## src/sv/ssd_pkg.sv

```systemverilog
`timescale 1ns / 1ps

package ssd_pkg;

	// Field widths and fixed-point formats.
	localparam int COORD_WIDTH     = 16;
	localparam int PARAM_FRAC_BITS = 16;
	localparam int OUT_FRAC_BITS   = 8;
	localparam int OUT_WIDTH       = 41;
	localparam int EPS_WIDTH       = 16;

	// Derived widths.
	localparam int DIFF_W  = COORD_WIDTH + 1;
	localparam int DOT_W   = 2 * DIFF_W + 1;
	localparam int PX_W    = COORD_WIDTH + PARAM_FRAC_BITS + 3;
	localparam int MUL_RAW = (DOT_W > PX_W) ? DOT_W : PX_W;
	localparam int MUL_W   = MUL_RAW + (MUL_RAW % 2);
	localparam int HALF_W  = MUL_W / 2;
	localparam int PROD_W  = 2 * MUL_W;
	localparam int SQ_W    = PROD_W + 1;
	localparam int SQ_SHIFT = 2 * PARAM_FRAC_BITS - OUT_FRAC_BITS;

	// Latencies of the multiplier and divider units.
	localparam int MUL_LAT = 3;
	localparam int DIV_LAT = PARAM_FRAC_BITS;

	typedef logic signed [COORD_WIDTH-1:0] coord_t;
	typedef logic signed [DIFF_W-1:0]      diff_t;
	typedef logic signed [MUL_W-1:0]       mul_t;
	typedef logic signed [PROD_W-1:0]      prod_t;
	typedef logic [PARAM_FRAC_BITS:0]      param_t;

	typedef struct packed {
		diff_t ux;
		diff_t uy;
		diff_t vx;
		diff_t vy;
		diff_t wx;
		diff_t wy;
	} geo_t;

	typedef struct packed {
		mul_t da;
		mul_t db;
		mul_t dc;
		mul_t dd;
		mul_t de;
	} dot_t;

	// How a clamped parameter is formed.
	typedef enum logic [1:0] {
		QM_ZERO,
		QM_ONE,
		QM_DIV
	} qmode_t;

endpackage

```

## src/sv/ssd_mul.sv

```systemverilog
`timescale 1ns / 1ps

// Three-stage signed multiplier built from four half-width partial products.
module ssd_mul (
	input  logic          clk,
	input  logic          en,
	input  ssd_pkg::mul_t a,
	input  ssd_pkg::mul_t b,
	output ssd_pkg::prod_t p
);
	localparam int H = ssd_pkg::HALF_W;

	logic signed [H-1:0]   a_hi, b_hi;
	logic signed [2*H-1:0] hh_c;
	logic signed [2*H:0]   hl_c, lh_c;
	logic [2*H-1:0]        ll_c;

	logic signed [2*H-1:0] hh_s1;
	logic signed [2*H:0]   hl_s1, lh_s1;
	logic [2*H-1:0]        ll_s1;

	logic signed [2*H+1:0] mid_s2;
	ssd_pkg::prod_t        hilo_s2;
	ssd_pkg::prod_t        mid_ext;
	ssd_pkg::prod_t        p_s3;

	assign a_hi = a[2*H-1:H];
	assign b_hi = b[2*H-1:H];
	assign hh_c = a_hi * b_hi;
	assign hl_c = a_hi * $signed({1'b0, b[H-1:0]});
	assign lh_c = $signed({1'b0, a[H-1:0]}) * b_hi;
	assign ll_c = a[H-1:0] * b[H-1:0];

	assign mid_ext = ssd_pkg::prod_t'(mid_s2);

	always_ff @(posedge clk) begin
		if (en) begin
			hh_s1   <= hh_c;
			hl_s1   <= hl_c;
			lh_s1   <= lh_c;
			ll_s1   <= ll_c;
			mid_s2  <= hl_s1 + lh_s1;
			hilo_s2 <= {hh_s1, ll_s1};
			p_s3    <= hilo_s2 + (mid_ext <<< H);
		end
	end

	assign p = p_s3;

endmodule

```

## config.mk

```make
export PLATFORM = sky130hd
export DESIGN_NAME = ssd_mul
export DESIGN_NICKNAME = d
export VERILOG_FILES = /design/src/sv/ssd_pkg.sv /design/src/sv/ssd_mul.sv
export SDC_FILE = /design/constraint.sdc
export NUM_CORES = 2
export LEC_CHECK = 0
export ABC_CLOCK_PERIOD_IN_PS = 8000
export BUFFER_PORTS_ARGS = -buffer_cell sky130_fd_sc_hd__buf_2
export CAP_MARGIN = 15
export CORE_MARGIN = 1.5
export CORE_UTILIZATION = 60
export CTS_BUF_LIST = sky130_fd_sc_hd__clkbuf_8
export CTS_CLUSTER_DIAMETER = 200
export DETAILED_ROUTE_END_ITERATION = 6
export PLACE_DENSITY = 0.8
export SLEW_MARGIN = 20
export SYNTH_ARGS = -nofsm -noshare
export SYNTH_HDL_FRONTEND = slang
export SYNTH_SLANG_ARGS = --single-unit
```

## constraint.sdc

```tcl
create_clock -name clk -period 8 [get_ports clk]
set_input_delay 1.6 -clock clk [delete_from_list [all_inputs] [get_ports clk]]
set_output_delay 1.6 -clock clk [all_outputs]
set_load 0.02 [all_outputs]
```

==> reports/metrics.cfg <==
[run_status]
outcome=completed

[clock_tree]
clock_tree.htree_level_count=2
clkSinkCount=328
tritoncts=done
clk_transition_reported_paths_ns=0.06
cts_resizes=0
hold_fix_buffer_count_after_cts=0
cts_post_setup_buffers_inserted=0
ctsRootBufferMaster=sky130_fd_sc_hd__clkbuf_8
clkLatencyLatePin_ns=0.70
ctsLongestPathBuffers=3
cts_made_buffers=53

[sta]
post-route-min-period_ns=7.70
timing.fmax_mhz=130
setup_viol=0
headroom_to_the_max_slew_limit=0.266
slew_viol_final=0
timing.final.hold_violations=0
worstMarginPinSlew_ns=1.07
fin_worst_skew_ns=0.0697
fin_hold_ws_ns=0.404
unrepaired_setup_endpoints_after_global_routing=no
fin_crit_sh=0.962

[logic_synthesis]
ys_warn_count=0
synth-seq-area-share=0.163
post_synthesis_mean_instance_area_um2=9.77
synth_flop_cell=sky130_fd_sc_hd__edfxtp_1
number_of_enable_type_register_cells_in_the_synthesized_netlist=328
syn-instance-count=6168
synth.lib_cells_used.distinct=67
syn-cell-area_mm2=0.0603
synth-async-reset-ratio=0
synth.ff_latch_count=328
synth.net_count=7956

[floorplan]
core.rowCount=116
die_area_mm2=0.102
initial_utilization=0.603
dieHeight_um=320
top_level_ports=146
die_x_um=320
design.core.area_mm2=0.0999

[cells_and_area]
share_of_cells_above_drive_strength_1=0.0883
final_util=0.655
fillers=7762
postLayoutCellArea_mm2=0.0654
nNetsFinal=8230
syn2layout_area_growth_pct=8.51

[critical_path]
crit_chain=buf_2 > and2_1 > fa_1 > fa_1 > ha_1 > inv_1 > fa_1 > inv_1 > fa_1 > inv_1 > fa_1 > inv_1 > ha_1 > o21a_1 > o2bb2ai_1 > a311oi_1 > a221o_1 > a21o_1 > a41o_1 > o41a_1 > a2111o_1 > a31o_1 > a21oi_2 > xnor2_1
worst-setup-path-type=in -> reg
timing.critical_path.arrival_ns=8.10
critical-path-slowest-cell=sky130_fd_sc_hd__fa_1
cp-start-kind=input pin
crit_path_frequent_cell=sky130_fd_sc_hd__fa_1
maximum_net_fanout_on_the_critical_path=15
r2r_slack_ns=3.56
timing.critical_path.slowest_cell_delay_ns=0.57
critical_path.endpoint_type=flip-flop
required_ns=8.40

[global_route]
grt_max_degree=96
global_route.overflow_total=0
wire_length_of_the_first_global_routing_pass_um=242000
first_global_vias=46600
groute.usage.overall=0.302
antenna_violations_before_repair=31

[placement]
dp_hpwl_um=125000
dpl-instance-area_mm2=0.0644
place.port_buffers=145
gp_congestion=0.954

[route]
detailedRoute.firstPassIterationCount=6
detail_route.wl_per_cell_um=19.1
postRouteWirelength_um=148000
dr_total_vias=43300
post-route-drc-count=0
ant_nets=0
drt_iter0_drc=3275
route.detailed.vias_per_inst=5.55

[hold_path]
worstHoldPathType=reg -> reg

[run]
drv.max_cap_violation_count=0

path summary, 6_finish.rpt:
kind                            startpoint     endpoint  depth (start not counted)
worst max-delay path                 a[24]    hh_s1[35]                         24
worst min-delay path             hh_s1[26]  hilo_s2[62]                          0
worst max register to register   mid_s2[0]        p[71]                         12
worst min register to register   hh_s1[26]  hilo_s2[62]                          0
area by class of cell:
class	count	area, um^2	share of cell area
multi-input combinational	4169	44200	0.675
sequential	328	9850	0.151
inverter	1402	5260	0.0805
timing repair buffer	488	3490	0.0534
tap	1298	1620	0.0248
clock buffer	54	743	0.0114
clock inverter	39	234	0.00358
antenna	12	30.0	0.000459
cells in the mapped netlist (all sizes together), types with 32 or more instances:
master	n	area [um^2]
inv	1402	5260
fa	1172	23500
and2	669	4190
nand2	643	2410
ha	542	6780
edfxtp	328	9850
clkbuf	267	1000
a21oi	182	915
nor2	158	593
xnor2	151	1320
o21ai	115	579
a21o	93	698
nand2b	57	357
xor2	53	464
nand3	34	170
nor2b	32	200
worst max-delay path, delay by kind of cell:
family	cells	cell delay, ns
AOI/OAI and AO/OA	10	2.67
and+or+nand+nor	1	0.24
buffers and inverters	5	0.57
adders and majority gates	7	2.95
xor gates and xnor gates	1	0.07
state kept, by name, summed over array words and instances, names as in the netlist:
signal,count
hl_s1,37
hilo_s2,72
mid_s2,38
lh_s1,37
hh_s1,36
ll_s1,36
p,72
logic make-up after synthesis:
kind of cell               count (synthesis)  share of synthesized area
and+or+nand+nor                         1682                      0.141
adders and majority gates               1714                      0.502
AOI/OAI and AO/OA                        569                     0.0601
DFF                                      328                      0.163
xor gates and xnor gates                 204                     0.0297
buffers and inverters                   1671                      0.104
layer usage:
| layer | track usage | share of wire | vias to the layer above |
|---|---|---|---|
| li1 | - | - | 19300 |
| met1 | 0.390 | 0.39 | 21800 |
| met2 | 0.487 | 0.46 | 1725 |
| met3 | 0.0828 | 0.11 | 365 |
| met4 | 0.117 | 0.039 | 32 |
| met5 | 0 | 0.0014 | - |
stage by stage:
stage	instances	worst slack, ns	TNS (ns)
floorplan	6168	0.000260	0
global placement	7685	-0.305	-2.08
detailed placement	7685	-0.346	-3.24
CTS	7778	0.366	0
global route	7784	0.00502	0
finish	7790	0.302	0
cells in the final DEF (no fill, tap or decap), types with 6 or more instances in the layout:
master,n
sky130_fd_sc_hd__o31ai_1,8
sky130_fd_sc_hd__nor3_1,28
sky130_fd_sc_hd__or3_1,8
sky130_fd_sc_hd__nand3_1,34
sky130_fd_sc_hd__a21oi_1,181
sky130_fd_sc_hd__and2_1,669
sky130_fd_sc_hd__clkbuf_8,54
sky130_fd_sc_hd__a221oi_1,6
sky130_fd_sc_hd__a31oi_1,16
sky130_fd_sc_hd__nand2_1,643
sky130_fd_sc_hd__and3_1,16
sky130_fd_sc_hd__a21boi_0,8
sky130_fd_sc_hd__edfxtp_1,328
sky130_fd_sc_hd__buf_4,328
sky130_fd_sc_hd__buf_2,144
sky130_fd_sc_hd__nand2b_1,57
sky130_fd_sc_hd__xnor2_1,151
sky130_fd_sc_hd__inv_1,1418
sky130_fd_sc_hd__a31o_2,7
sky130_fd_sc_hd__buf_12,14
sky130_fd_sc_hd__xor2_1,53
sky130_fd_sc_hd__diode_2,12
sky130_fd_sc_hd__clkinv_1,10
sky130_fd_sc_hd__nor2_1,158
sky130_fd_sc_hd__a211o_1,7
sky130_fd_sc_hd__and4_1,8
sky130_fd_sc_hd__o21bai_1,30
sky130_fd_sc_hd__a211oi_1,17
sky130_fd_sc_hd__ha_1,540
sky130_fd_sc_hd__o21a_1,30
sky130_fd_sc_hd__nand4_1,15
sky130_fd_sc_hd__nor2b_1,32
sky130_fd_sc_hd__o21ai_0,110
sky130_fd_sc_hd__fa_1,1172
sky130_fd_sc_hd__a21o_1,93
Power is not shown: default switching activity piles up to over one toggle a cycle in this logic, so the estimate is an artifact.
